--- src/b64d_pkg.sv ---
package b64d_pkg;

  localparam logic [7:0] CH_NUL   = 8'h00;
  localparam logic [7:0] CH_CR    = 8'h0d;
  localparam logic [7:0] CH_SPACE = 8'h20;
  localparam logic [7:0] CH_PLUS  = 8'h2b;
  localparam logic [7:0] CH_SLASH = 8'h2f;
  localparam logic [7:0] CH_EQ    = 8'h3d;

  localparam logic [1:0] KIND_BYTE = 2'd0;
  localparam logic [1:0] KIND_DONE = 2'd1;
  localparam logic [1:0] KIND_ERR  = 2'd2;

  localparam logic [5:0] SEXTET_PLUS = 6'd62;
  localparam logic [6:0] NOT_DIGIT   = 7'h40;
  localparam int         MAX_PUSH    = 3;

  typedef struct packed {
    logic [7:0] char_in;
    logic       first_char;
  } in_t;

  typedef struct packed {
    logic [1:0]  kind;
    logic [7:0]  data_byte;
    logic [15:0] byte_count;
    logic        last_of_run;
  } out_t;

  typedef struct packed {
    logic [1:0]              cnt;
    out_t [MAX_PUSH-1:0]     item;
  } push_t;

  // bit 6 set: not a digit of the alphabet
  function automatic logic [6:0] sextet_of(input logic [7:0] c);
    logic [6:0] v;
    v = NOT_DIGIT;
    case (c) inside
      [8'h41:8'h5a]: v = {1'b0, 6'(c - 8'h41)};
      [8'h61:8'h7a]: v = {1'b0, 6'(c - 8'h61 + 8'd26)};
      [8'h30:8'h39]: v = {1'b0, 6'(c - 8'h30 + 8'd52)};
      CH_PLUS:       v = {1'b0, SEXTET_PLUS};
      CH_SLASH:      v = {1'b0, 6'd63};
      default:       v = NOT_DIGIT;
    endcase
    return v;
  endfunction

endpackage

--- src/b64d_step.sv ---
module b64d_step (
  input  logic                clk,
  input  logic                rst_n,
  input  logic                accept,
  input  b64d_pkg::in_t       in_data,
  input  logic [15:0]         max_length,
  output b64d_pkg::push_t     push
);

  localparam int MAX_PUSH = b64d_pkg::MAX_PUSH;

  typedef enum logic [2:0] {
    PH_IDLE, PH_PLUS, PH_START, PH_NEXT, PH_D2, PH_D3, PH_D4, PH_DONE
  } phase_t;

  phase_t      phase_r, phase_nxt;
  logic [17:0] held_r, held_nxt;
  logic        pad3_r, pad3_nxt;
  logic [15:0] cnt_r, cnt_nxt;

  phase_t      wp;
  logic [17:0] wh;
  logic        wpad;
  logic [15:0] wcnt;
  logic        run;
  logic [7:0]  c;
  logic [6:0]  sx;
  logic [5:0]  v;
  logic        bad;
  logic        pad4;
  logic [1:0]  want;
  logic [1:0]  idx;
  logic        stop;
  logic [15:0] ck;
  logic [7:0]  bv [MAX_PUSH];
  b64d_pkg::push_t res;

  always_comb begin
    c    = in_data.char_in;
    sx   = b64d_pkg::sextet_of(c);
    v    = sx[5:0];
    bad  = sx[6];
    pad4 = (c == b64d_pkg::CH_EQ);

    phase_nxt = phase_r;
    held_nxt  = held_r;
    pad3_nxt  = pad3_r;
    cnt_nxt   = cnt_r;
    res       = '0;
    run       = 1'b0;
    wp        = phase_r;
    wh        = held_r;
    wpad      = pad3_r;
    wcnt      = cnt_r;
    want      = 2'd0;
    idx       = 2'd0;
    stop      = 1'b0;
    ck        = '0;

    if (in_data.first_char) begin
      wh       = '0;
      wpad     = 1'b0;
      wcnt     = '0;
      held_nxt = '0;
      pad3_nxt = 1'b0;
      cnt_nxt  = '0;
      if (c == b64d_pkg::CH_PLUS) begin
        phase_nxt = PH_PLUS;
      end else begin
        wp  = PH_START;
        run = 1'b1;
      end
    end else if (phase_r == PH_PLUS) begin
      if (c == b64d_pkg::CH_SPACE) begin
        phase_nxt = PH_START;
      end else begin
        wh  = {b64d_pkg::SEXTET_PLUS, 12'd0};
        wp  = PH_D2;
        run = 1'b1;
      end
    end else if (phase_r != PH_IDLE && phase_r != PH_DONE) begin
      run = 1'b1;
    end

    bv[0] = {wh[17:12], wh[11:10]};
    bv[1] = {wh[9:6], wh[5:2]};
    bv[2] = {wh[1:0], v};

    if (run) begin
      phase_nxt = wp;
      held_nxt  = wh;
      pad3_nxt  = wpad;
      cnt_nxt   = wcnt;
      case (wp)
        PH_START, PH_NEXT: begin
          if (c == b64d_pkg::CH_CR || (wp == PH_NEXT && c == b64d_pkg::CH_NUL)) begin
            res.item[0] = '{kind: b64d_pkg::KIND_DONE, data_byte: 8'd0,
                            byte_count: wcnt, last_of_run: 1'b0};
            res.cnt     = 2'd1;
            phase_nxt   = PH_DONE;
          end else if (bad) begin
            res.item[0] = '{kind: b64d_pkg::KIND_ERR, data_byte: 8'd0,
                            byte_count: 16'd0, last_of_run: 1'b0};
            res.cnt     = 2'd1;
            phase_nxt   = PH_DONE;
          end else begin
            held_nxt  = {v, 12'd0};
            phase_nxt = PH_D2;
          end
        end
        PH_D2: begin
          if (bad) begin
            res.item[0] = '{kind: b64d_pkg::KIND_ERR, data_byte: 8'd0,
                            byte_count: 16'd0, last_of_run: 1'b0};
            res.cnt     = 2'd1;
            phase_nxt   = PH_DONE;
          end else begin
            held_nxt  = {wh[17:12], v, wh[5:0]};
            phase_nxt = PH_D3;
          end
        end
        PH_D3: begin
          if (pad4) begin
            pad3_nxt  = 1'b1;
            phase_nxt = PH_D4;
          end else if (bad) begin
            res.item[0] = '{kind: b64d_pkg::KIND_ERR, data_byte: 8'd0,
                            byte_count: 16'd0, last_of_run: 1'b0};
            res.cnt     = 2'd1;
            phase_nxt   = PH_DONE;
          end else begin
            pad3_nxt  = 1'b0;
            held_nxt  = {wh[17:6], v};
            phase_nxt = PH_D4;
          end
        end
        PH_D4: begin
          if (!pad4 && bad) begin
            res.item[0] = '{kind: b64d_pkg::KIND_ERR, data_byte: 8'd0,
                            byte_count: 16'd0, last_of_run: 1'b0};
            res.cnt     = 2'd1;
            phase_nxt   = PH_DONE;
          end else begin
            want = wpad ? 2'd1 : (pad4 ? 2'd2 : 2'd3);
            for (int k = 0; k < MAX_PUSH; k++) begin
              if (!stop && 2'(k) < want) begin
                ck = wcnt + 16'(k);
                if (ck == 16'hffff || (max_length != 16'd0 && ck >= max_length)) begin
                  res.item[k] = '{kind: b64d_pkg::KIND_ERR, data_byte: 8'd0,
                                  byte_count: 16'd0, last_of_run: 1'b0};
                  stop        = 1'b1;
                end else begin
                  res.item[k] = '{kind: b64d_pkg::KIND_BYTE, data_byte: bv[k],
                                  byte_count: 16'd0, last_of_run: 1'b0};
                end
                idx = idx + 2'd1;
              end
            end
            if (stop) begin
              phase_nxt = PH_DONE;
            end else begin
              cnt_nxt = wcnt + 16'(want);
              if (pad4) begin
                res.item[want] = '{kind: b64d_pkg::KIND_DONE, data_byte: 8'd0,
                                   byte_count: wcnt + 16'(want), last_of_run: 1'b0};
                idx       = want + 2'd1;
                phase_nxt = PH_DONE;
              end else begin
                phase_nxt = PH_NEXT;
              end
            end
            res.cnt = idx;
          end
        end
        default: begin
          phase_nxt = wp;
        end
      endcase
    end

    if (res.cnt != 2'd0) begin
      res.item[res.cnt - 2'd1].last_of_run = 1'b1;
    end
    if (!accept) begin
      res.cnt = 2'd0;
    end
    push = res;
  end

  always_ff @(posedge clk) begin
    if (!rst_n) begin
      phase_r <= PH_IDLE;
      held_r  <= '0;
      pad3_r  <= 1'b0;
      cnt_r   <= '0;
    end else if (accept) begin
      phase_r <= phase_nxt;
      held_r  <= held_nxt;
      pad3_r  <= pad3_nxt;
      cnt_r   <= cnt_nxt;
    end
  end

endmodule

--- src/b64d_queue.sv ---
module b64d_queue #(
  parameter int DEPTH = 8
) (
  input  logic             clk,
  input  logic             rst_n,
  input  b64d_pkg::push_t  push,
  output logic             full,
  output logic             out_valid,
  input  logic             out_stall,
  output b64d_pkg::out_t   out_data
);

  localparam int AW = $clog2(DEPTH);
  localparam int CW = $clog2(DEPTH + 1);

  b64d_pkg::out_t mem_r [DEPTH];
  logic [AW-1:0]  wr_ptr_r, wr_ptr_nxt;
  logic [AW-1:0]  rd_ptr_r, rd_ptr_nxt;
  logic [CW-1:0]  count_r, count_nxt;
  logic           pop;

  assign out_valid = (count_r != '0);
  assign out_data  = mem_r[rd_ptr_r];
  assign full      = (count_r > CW'(DEPTH - b64d_pkg::MAX_PUSH));
  assign pop       = out_valid && !out_stall;

  always_comb begin
    wr_ptr_nxt = wr_ptr_r + AW'(push.cnt);
    rd_ptr_nxt = rd_ptr_r + AW'(pop);
    count_nxt  = count_r + CW'(push.cnt) - CW'(pop);
  end

  always_ff @(posedge clk) begin
    for (int k = 0; k < b64d_pkg::MAX_PUSH; k++) begin
      if (2'(k) < push.cnt) begin
        mem_r[AW'(wr_ptr_r + AW'(k))] <= push.item[k];
      end
    end
  end

  always_ff @(posedge clk) begin
    if (!rst_n) begin
      wr_ptr_r <= '0;
      rd_ptr_r <= '0;
      count_r  <= '0;
    end else begin
      wr_ptr_r <= wr_ptr_nxt;
      rd_ptr_r <= rd_ptr_nxt;
      count_r  <= count_nxt;
    end
  end

endmodule

--- src/base64_stream_decoder.sv ---
// Streaming base64 decoder: one character is taken per input transaction and
// decoded in the same cycle against the current group state; the zero to three
// results it causes (bytes, a finish with the byte count, or an error) are
// written at once into a result queue of QDEPTH entries (a power of two, at
// least 4) that drains one result transaction per cycle while out_stall is low.
// A character is taken every cycle while the queue has room for three more
// results; in_stall rises whenever it lacks that room. The user must write
// max_length over the cfg_ port only while the decoder is idle; the block does
// not enforce this. 0 removes the length limit.
module base64_stream_decoder #(
  parameter int QDEPTH = 8
) (
  input  logic                clk,
  input  logic                rst_n,
  input  logic                in_valid,
  output logic                in_stall,
  input  b64d_pkg::in_t       in_data,
  output logic                out_valid,
  input  logic                out_stall,
  output b64d_pkg::out_t      out_data,
  input  logic                cfg_valid,
  output logic                cfg_ready,
  input  logic [15:0]         cfg_data
);

  logic [15:0]     max_length_r;
  logic            accept;
  logic            full;
  b64d_pkg::push_t push;

  assign cfg_ready = 1'b1;
  assign in_stall  = full;
  assign accept    = in_valid && !full;

  always_ff @(posedge clk) begin
    if (!rst_n) begin
      max_length_r <= '0;
    end else if (cfg_valid && cfg_ready) begin
      max_length_r <= cfg_data;
    end
  end

  b64d_step u_step (
    .clk        (clk),
    .rst_n      (rst_n),
    .accept     (accept),
    .in_data    (in_data),
    .max_length (max_length_r),
    .push       (push)
  );

  b64d_queue #(
    .DEPTH (QDEPTH)
  ) u_queue (
    .clk       (clk),
    .rst_n     (rst_n),
    .push      (push),
    .full      (full),
    .out_valid (out_valid),
    .out_stall (out_stall),
    .out_data  (out_data)
  );

endmodule

--- config.mk ---
export PLATFORM = sky130hd
export DESIGN_NAME = base64_stream_decoder
export DESIGN_NICKNAME = d
export VERILOG_FILES = /design/src/b64d_pkg.sv /design/src/b64d_step.sv /design/src/b64d_queue.sv /design/src/base64_stream_decoder.sv
export SDC_FILE = /design/constraint.sdc
export NUM_CORES = 1
export LEC_CHECK = 0
export BUFFER_PORTS_ARGS = -buffer_cell sky130_fd_sc_hd__buf_2
export CAP_MARGIN = 20
export CELL_PAD_IN_SITES_DETAIL_PLACEMENT = 0
export CELL_PAD_IN_SITES_GLOBAL_PLACEMENT = 2
export CORE_UTILIZATION = 35
export DETAILED_ROUTE_END_ITERATION = 6
export GPL_TIMING_DRIVEN = 0
export PLACE_DENSITY = 0.69
export SLEW_MARGIN = 10
export SYNTH_ARGS = -nofsm -noshare
export SYNTH_HDL_FRONTEND = slang
export SYNTH_SLANG_ARGS = --single-unit
--- constraint.sdc ---
create_clock -name clk -period 9.4 [get_ports clk]
set_clock_uncertainty 0.2 [all_clocks]
set_input_delay 0.94 -clock clk [delete_from_list [all_inputs] [get_ports clk]]
set_output_delay 0.94 -clock clk [all_outputs]
set_load 0.01 [all_outputs]
==> flow_summary.toml, run 1 <==
[grt]
grt_use_total = 0.2403
antenna_found_initial = 0
grt_overflow = 0
grt_pass1_vias = 14090
grt_max_degree = 17
grt_pass1_wl_mm = 94.03

[die]
initial_core_util = 0.3564
die-width_um = 228.7
row_count = 82
io_pins = 60
die-height_um = 228.7
core_um2 = 50480
dieArea_um2 = 52310

[cells_and_area]
drive_above_1_share = 0.1828
area_growth_syn_to_layout_pct = 14.68
nNetsFinal = 1878
layout_commonest_cell = "edfxtp_1"
mostFrequentLayoutCells = "edfxtp_1 (216), mux2i_1 (163), nand2_1 (127), o21ai_0 (121), nor2_1 (109)"
antennaDiodeCount = 0
design_area_um2 = 20630

[clock_network]
clock_latency_ns = 0.56
tritoncts = "yes"
clockBufferDepth = 3
ctsResizeCount = 0
path_clk_slew_ns = 0.05
root_buffer = "clkbuf_16"
htree_levels = 2
cts_buffers = 35
ctsHoldBuffers = 0
post_cts_buffers = 0
cts_sinks = 280

[worst_setup_path]
cp.depth = 23
r2r-end = "u_queue.mem_r[3][11]"
worstSetupEndpoint = "u_queue.mem_r[3][11]"
cp-end-kind = "flip-flop"
cp_num_buf_inv = 8
crit_chain = "buf_2 -> inv_2 -> clkbuf_1 -> nand2_1 -> inv_1 -> ha_1 -> nand3_1 -> or2_1 -> xnor2_1 -> nor2_1 -> ha_1 -> o211ai_1 -> a31oi_1 -> o2111ai_1 -> a311oi_1 -> o31ai_1 -> a2bb2oi_2 -> nand4_2 -> buf_2 -> o211ai_1 -> buf_4 -> buf_6 -> buf_4"
cp.required_ns = 9.46
slowest_stage = "a311oi_1"
rr_worst_depth = 21
r2r_start = "u_step.cnt_r[1]"
critPathMaxFanout = 10
crit_arrival_ns = 7.90
cp_top_family = "compound AO/OA/AOI/OAI gates"
ff2ff_setup_slack_ns = 2.35
crit_path_start = "in_data[0]"
critPathLaunchType = "input pin"
crit_type = "in2reg"
max_stage_delay_ns = 0.95

[sta]
timing.final.ws_setup_ns = 1.561
drv_slew = 0
rsz0062_at_grt = "no"
worst-slew-pin-transition_ns = 1.152
slew_headroom = 0.2264
setup_viol = 0
fin_crit_sh = 0.8340
fin_crit_ns = 7.839
max_freq_ghz = 0.1276
hold_viol_final = 0

[logic_synthesis]
synthCells = 1645
syn_avg_cell_area_um2 = 10.94
async_flop_share = 0
synthDistinctLibCells = 88
synth-edff-count = 216
syn_area_um2 = 17990
yosysWarnings = 0
ys_ff_latch = 280
synth-seq-area-share = 0.4317
synth_flop_cell = "edfxtp_1"

[power]
vdd_drop_max_uv = 125.9
power_mw = 3.552
p_leak_nw = 7.427
p_per_area_nw_per_um2 = 172.2

[min_path]
worstHoldPathType = "reg2reg"

[routing]
ant_nets = 0
routedWlPerCell_um = 25.60
wl_mm = 63.27
vias = 14280
drt-pass1-iter-count = 5
drt-initial-drc-count = 1461
drc = 0
routed_via_density = 5.775

[placed_design]
io_buffers = 56
hpwl_mm = 46.86
place_area_um2 = 19480
gp_congestion = 0.9304
place_ws_ns = 0.9911

[run]
cap_viol_max_count = 0

[run_status]
status = "complete, no violations"
==> worst min-delay path, delay by kind of cell (launching register included) <==
kind | cells | cell delay, ns
DFF | 1 | 0.31
and+or+nand+nor | 1 | 0.05
AOI/OAI and AO/OA | 1 | 0.05
==> flip-flops by register name, indices dropped and copies added, names as in the netlist <==
register,cells
u_queue.rd_ptr_r,3
u_queue.mem_r,216
u_step.phase_r,3
u_step.held_r,18
u_step.cnt_r,16
max_length_r,16
u_queue.wr_ptr_r,3
u_queue.count_r,4
u_step.pad3_r,1
==> routing by layer <==
layer	vias to the layer above	share of wire	global-route usage
met2	492	0.46	0.3799
met5	-	0	0
met1	7158	0.46	0.3440
met4	0	0.021	0.06250
met3	68	0.061	0.03268
li1	6558	-	-
==> Yosys cell counts, drive strengths merged (8+ instances only) <==
| cell type | n | area, um^2 |
|---|---|---|
| a211oi | 9 | 67.56 |
| a21o | 17 | 127.6 |
| a21oi | 42 | 221.5 |
| a22oi | 17 | 127.6 |
| a31oi | 12 | 75.07 |
| and2 | 17 | 106.4 |
| buf | 55 | 344.1 |
| clkbuf | 51 | 193.9 |
| dfxtp | 64 | 1281 |
| edfxtp | 216 | 6486 |
| ha | 72 | 900.9 |
| inv | 75 | 281.5 |
| mux2 | 27 | 304.0 |
| mux2i | 163 | 1632 |
| mux4 | 54 | 1216 |
| nand2 | 128 | 488.0 |
| nand3 | 34 | 235.2 |
| nand3b | 10 | 100.1 |
| nand4 | 38 | 256.5 |
| nor2 | 110 | 415.4 |
| nor2b | 10 | 62.56 |
| nor3 | 37 | 200.2 |
| nor4 | 21 | 165.2 |
| nor4b | 9 | 128.9 |
| o211ai | 26 | 195.2 |
| o21ai | 127 | 643.1 |
| o221ai | 25 | 219.0 |
| o22ai | 14 | 87.58 |
| o31ai | 13 | 116.4 |
| or2 | 8 | 50.05 |
| or3 | 8 | 50.05 |
| xnor2 | 37 | 324.1 |
| xor2 | 13 | 113.9 |
==> report_power, final <==
part,total (mW),switching (mW),internal [mW],leakage [nW]
Clock,1.33,0.560,0.772,0.527
Combinational,0.835,0.492,0.344,4.39
Sequential,1.39,0.0199,1.37,2.51
==> metrics by stage <==
stage	hold slack [ns]	util	instances	setup TNS, ns
finish	0.2530	0.4087	2472	0
global route	0.2835	0.4087	2472	0
CTS	0.2580	0.4081	2470	0
detailed placement	0.2505	0.3859	2406	0
global placement	0.2382	0.3787	2374	-159.57
floorplan	0.2288	-	1646	0
==> worst min path at each step <==
stage / from / to / depth (start not counted)
final: u_step.held_r[17] / u_step.held_r[17] / 2
after global routing: u_step.held_r[14] / u_step.held_r[14] / 2
after CTS: u_step.held_r[17] / u_step.held_r[17] / 2
after detailed placement: u_step.held_r[17] / u_step.held_r[17] / 2
after global placement: u_step.held_r[14] / u_step.held_r[14] / 2
after floorplan: u_step.held_r[14] / u_step.held_r[14] / 2
==> logic make-up after synthesis <==
kind of cell / synth area share
adder cells (fa/ha/maj): 0.05341
XOR/XNOR: 0.02434
multiplexers: 0.1752
flip-flops: 0.4317
AO/OA/AOI/OAI: 0.1307
buffers and inverters: 0.04555
AND/OR/NAND/NOR: 0.1389
other: 0.0002084
==> layout make-up <==
| cell class | count | area [um^2] |
|---|---|---|
| clock inverter | 14 | 167.7 |
| tap | 672 | 840.8 |
| inverter | 75 | 281.5 |
| timing repair buffer | 90 | 648.1 |
| sequential | 280 | 7767 |
| buffer | 106 | 538.0 |
| multi-input combinational | 1185 | 9437 |
| clock buffer | 50 | 952.2 |
| fill | 4957 | 29850 |
Power figures use the tool's default switching activity.
==> inputs of run 2 (changes only) <==
- PLACE_DENSITY: 0.69 -> 0.72
- clock period: 9.4 -> 6.3 ns (I/O delays scaled with it)
==> run 2 against run 1 <==
Compared with the run above: sequential share of layout area fell by 0.27 points; via count barely moved; clock-buffer cell count fell by 1; die area did not move; combinational power rose by 47%; global-route usage fell by 0.62 points; wire length fell by 2.4%; sequential power rose by 49%; highest routed layer unchanged; final area rose by 0.75%; total power rose by 45%.
==> flow_summary.toml, run 2 (same netlist as run 1, synthesis figures left out) <==
[run_status]
status = "complete, no violations"

[cells_and_area]
design_area_um2 = 20790
layout.area.seq_um2 = 7769
area_growth_syn_to_layout_pct = 15.54
top_regs = "u_queue.mem_r x216, u_step.held_r x18"
finalNonFillerCells = 2487
fill_cells = 4965
largest_register_ffs = 216
drive_above_1_share = 0.1957
multiInputGateArea_um2 = 9525
mostFrequentLayoutCells = "edfxtp_1 (216), mux2i_1 (163), nand2_1 (127), o21ai_0 (121), nor2_1 (109)"
layout_commonest_cell = "edfxtp_1"
nNetsFinal = 1893
largest_register = "u_queue.mem_r"

[clock_network]
clock_latency_ns = 0.56
tritoncts = "yes"
ctsHoldBuffers = 0
cts_buffers = 35
clockBufferDepth = 3
htree_levels = 2
path_clk_slew_ns = 0.06
root_buffer = "clkbuf_16"
cts_sinks = 280

[grt]
grt_pass1_wl_mm = 91.93
grt_pass1_vias = 14210
grt_max_degree = 20
grt_overflow = 0
antenna_found_initial = 0
grt_use_total = 0.2341

[placed_design]
hpwl_mm = 46.02
gp_congestion = 0.9410
place_inst = 2405
place_area_um2 = 19450
io_buffers = 56

[sta]
fin_crit_ns = 6.096
rsz0062_at_grt = "no"
max_freq_ghz = 0.1640
hold_viol_final = 0
fin_crit_sh = 0.9677
worst-slew-pin-transition_ns = 1.140
drv_slew = 0
timing.hold.ws_ns = 0.1033
slew_headroom = 0.2342
setup_viol = 0

[min_path]
worstHoldPathType = "in2reg"

[die]
row_count = 82
die-height_um = 228.7
die-width_um = 228.7
initial_core_util = 0.3564
dieArea_um2 = 52310
io_pins = 60
core_um2 = 50480

[power]
p_leak_nw = 7.593
power_mw = 5.152
vdd_drop_max_uv = 197.6
p_per_area_nw_per_um2 = 247.8

[worst_setup_path]
cp_top_family = "buffers and inverters"
critPathMaxFanout = 10
slowest_stage = "or4_1"
cp.required_ns = 6.36
max_stage_delay_ns = 0.53
cp-end-kind = "flip-flop"
crit_type = "in2reg"
cp_num_buf_inv = 10
crit_arrival_ns = 6.15
crit_chain = "buf_2 -> buf_2 -> nand2b_2 -> inv_1 -> ha_1 -> buf_2 -> nand4_1 -> or4_1 -> a21oi_2 -> ha_1 -> a211oi_1 -> o21ai_0 -> o211ai_1 -> a311oi_4 -> o31a_1 -> buf_4 -> o31ai_4 -> buf_8 -> nand3_4 -> buf_6 -> o211ai_1 -> buf_4 -> buf_4 -> buf_4"
path_common_cell = "buf_4"
critPathLaunchType = "input pin"

[routing]
drt-pass1-iter-count = 6
routedWlPerCell_um = 24.82
drt-initial-drc-count = 1253
routed_via_density = 5.741
ant_nets = 0
drc = 0
wl_mm = 61.74
vias = 14280

[run]
cap_viol_max_count = 0
## run 2: cell count changes in the layout (fill, tap and decap cells not counted), moves of 2 or more
| cell | before | now |
|---|---|---|
| clkinv_2 | 1 | 6 |
| buf_12 | 0 | 3 |
| clkinvlp_4 | 4 | 0 |
| inv_1 | 70 | 68 |
| nand4_4 | 0 | 2 |
| inv_2 | 5 | 7 |
| nand4_2 | 3 | 1 |
| bufinv_16 | 2 | 0 |
| buf_4 | 23 | 37 |
| clkbuf_8 | 2 | 0 |
## run 2: path summary, 6_finish.rpt
path	from	end	slack [ns]	cells past startpoint
max	in_data[0]	u_queue.mem_r[2][5]	0.20	24
min	cfg_data[12]	max_length_r[12]	0.10	3
max reg2reg	u_step.cnt_r[1]	u_queue.mem_r[2][5]	0.33	22
min reg2reg	u_step.held_r[14]	u_step.held_r[14]	0.25	2
## run 2: metal layers
metal	up-vias	wire, um	track usage
met2	506	27880	0.3675
li1	6583	-	-
met1	7084	27850	0.3255
met3	105	3852	0.03393
met4	0	2155	0.08851
met5	-	0	0
## run 2: cell type report
type | count | area share
sequential | 280 | 0.3737
tap | 672 | 0.04045
buffer | 105 | 0.02612
antenna | 1 | 0.0001204
inverter | 75 | 0.01354
timing repair buffer | 106 | 0.03792
multi-input combinational | 1185 | 0.4582
clock buffer | 49 | 0.04466
clock inverter | 14 | 0.005237
## run 2: worst min-delay path, stage by stage
cell     delay, ns
buf_2         0.08
mux2i_1       0.05
nor2_1        0.07
## run 2: stage by stage
| step | setup slack [ns] | utilization | setup TNS (ns) |
|---|---|---|---|
| floorplan | 0.08852 | - | 0 |
| global placement | -3.516 | 0.3788 | -856.65 |
| detailed placement | -1.624 | 0.3854 | -427.33 |
| CTS | 0.02167 | 0.4082 | 0 |
| global route | 0.006887 | 0.4118 | 0 |
| finish | 0.2038 | 0.4118 | 0 |
## run 2: what timing repair did
| action | 4_1_cts | 5_1_grt |
|---|---|---|
| cloned | 0 | 0 |
| buffers inserted | 8 | 7 |
| pin swaps | 4 | 2 |
| setup endpoints to repair | 364 | 136 |
| gates resized for setup | 6 | 17 |
## run 2: power breakdown
| part | switching, mW | internal, mW |
|---|---|---|
| Sequential | 0.0296 | 2.04 |
| Combinational | 0.721 | 0.509 |
| Clock | 0.814 | 1.04 |
| Total | 1.56 | 3.59 |
==> inputs of run 3 (changes only) <==
- CTS_BUF_LIST: not set -> sky130_fd_sc_hd__clkbuf_4
==> run 3 against run 2 <==
Compared with the run above: wire length is 0.44% higher; combinational power hardly changed; largest cell class unchanged; worst hold slack worse by 0.034 ns; critical endpoint is now u_queue.count_r[2]; sequential share of layout area is 0.065 points lower; critical path depth is 2 higher; register-to-register slack worse by 0.12 ns; die area stayed put; first-iteration DRC count is 2.6% higher; clock power is 11% lower; non-clock buffer count is 16 higher; largest power group unchanged; sequential cell count stayed put.
==> flow_summary.toml, run 3 (same netlist as run 1, synthesis figures left out) <==
[die]
io_pins = 60
core_um2 = 50480
initial_core_util = 0.3564
dieArea_um2 = 52310
row_count = 82
die-height_um = 228.7
die-width_um = 228.7

[routing]
routed_via_density = 5.635
vias = 14550
wl_mm = 62.01
drt-pass1-iter-count = 5
drc = 0
ant_nets = 0
routedWlPerCell_um = 24.03
drt-initial-drc-count = 1286

[worst_setup_path]
crit_arrival_ns = 6.59
ff2ff_setup_slack_ns = 0.21
cp.required_ns = 6.79
cp-end-kind = "flip-flop"
critPathLaunchType = "input pin"
critPathMaxFanout = 19
crit_type = "in2reg"

[power]
p_per_area_nw_per_um2 = 237.8
vdd_drop_max_uv = 171.0
p_leak_nw = 7.692

[placed_design]
place_ws_ns = -1.624
place_area_um2 = 19450
io_buffers = 56
gp_congestion = 0.9410
hpwl_mm = 46.02

[min_path]
worstHoldPathType = "in2reg"

[run_status]
status = "complete, no violations"

[cells_and_area]
layout_commonest_cell = "edfxtp_1"
drive_above_1_share = 0.2212
largest_register_ffs = 216
layout.area.seq_um2 = 7769
design_area_um2 = 20820
top_regs = "u_queue.mem_r x216, u_step.held_r x18"
multiInputGateArea_um2 = 9480
largest_register = "u_queue.mem_r"
fill_cells = 5025
mostFrequentLayoutCells = "edfxtp_1 (216), mux2i_1 (163), nand2_1 (127), o21ai_0 (121), clkbuf_4 (111)"
nNetsFinal = 1954
area_growth_syn_to_layout_pct = 15.75

[grt]
grt_pass1_vias = 14600
grt_max_degree = 20
grt_overflow = 0
grt_pass1_wl_mm = 93.01
antenna_found_initial = 1
grt_use_total = 0.2370

[run]
cap_viol_max_count = 0

[sta]
setup_viol = 0
drv_slew = 0
hold_viol_final = 0
fin_crit_ns = 6.091
slew_headroom = 0.2350
rsz0062_at_grt = "no"
max_freq_ghz = 0.1642
worst-slew-pin-transition_ns = 1.139
fin_crit_sh = 0.9669
timing.final.ws_setup_ns = 0.2085

[clock_network]
clock_latency_ns = 0.85
path_clk_slew_ns = 0.06
cts_sinks = 280
htree_levels = 3
tritoncts = "yes"
cts_buffers = 80
root_buffer = "clkbuf_4"
clockBufferDepth = 3
-- run 3: cell types whose count changed in the layout (fill, tap and decap cells not counted), moves of 4 or more --
| cell | previous run | this run |
|---|---|---|
| clkbuf_4 | 1 | 111 |
| clkinv_1 | 4 | 22 |
| clkinv_2 | 6 | 2 |
| clkbuf_1 | 61 | 47 |
| dlygate4sd3_1 | 0 | 17 |
| clkbuf_16 | 35 | 0 |
-- run 3: per-layer routing --
layer  share of wire  vias up  track usage
li1                -     6772            -
met1            0.46     7203       0.3244
met2            0.46      470       0.3775
met3           0.056      100      0.03568
met4           0.028        0      0.08914
met5               0        -            0
-- run 3: final cells by class --
type	count	share of cell area
diodes	1	0.0001202
well taps	672	0.04038
clock inverters	30	0.006970
multi-input cells	1185	0.4553
repair buffers	122	0.04494
flip-flops and latches	280	0.3731
plain buffers	105	0.02572
inverters	75	0.01352
clock buffers	111	0.04002
-- run 3: what timing repair did --
item,CTS,global route
resized for setup,6,6
pin swaps,5,2
endpoints found under the hold margin,20,0
setup endpoints to repair,250,113
hold buffers,17,0
setup buffers,8,6
-- run 3: worst paths after layout --
| kind | start | end | cells past startpoint |
|---|---|---|---|
| setup reg to reg | u_step.cnt_r[0] | u_queue.count_r[2] | 24 |
| setup / recovery | in_data[0] | u_queue.count_r[2] | 26 |
| hold / removal | cfg_valid | max_length_r[4] | 3 |
| hold reg to reg | u_step.held_r[14] | u_step.held_r[14] | 2 |
-- run 3: report_power, final --
group	total (mW)	internal, mW	switching, mW
registers	2.07	2.04	0.0297
clock network	1.65	0.822	0.830
logic	1.23	0.515	0.718
total	4.95	3.37	1.58
-- run 3: stage by stage --
step	hold WS [ns]	cells	total power [mW]	utilization	TNS, ns
2_1_floorplan	0.2288	1646	2.899	-	0
3_3_place_gp	0.2385	2374	3.293	0.3788	-856.65
3_5_place_dp	0.2449	2405	3.316	0.3854	-427.33
4_1_cts	0.006172	2570	4.993	0.4102	0
5_1_grt	0.09709	2581	5.210	0.4125	0
6_report	0.06890	2581	4.951	0.4125	0
-- run 3: critical path: stages --
cell,delay [ns]
buf_2,0.14
buf_2,0.26
buf_2,0.48
buf_1,0.49
nor2_1,0.28
ha_1,0.37
a21o_1,0.10
a31oi_1,0.04
o31a_1,0.32
o22ai_1,0.64
nor3_1,0.11
ha_1,0.35
nand3_1,0.08
o211ai_1,0.12
or2_2,0.16
a2bb2oi_2,0.18
buf_12,0.15
buf_6,0.18
and2_1,0.29
inv_1,0.08
ha_1,0.27
inv_1,0.04
ha_1,0.20
fa_1,0.38
xnor2_1,0.17
nor2_1,0.05
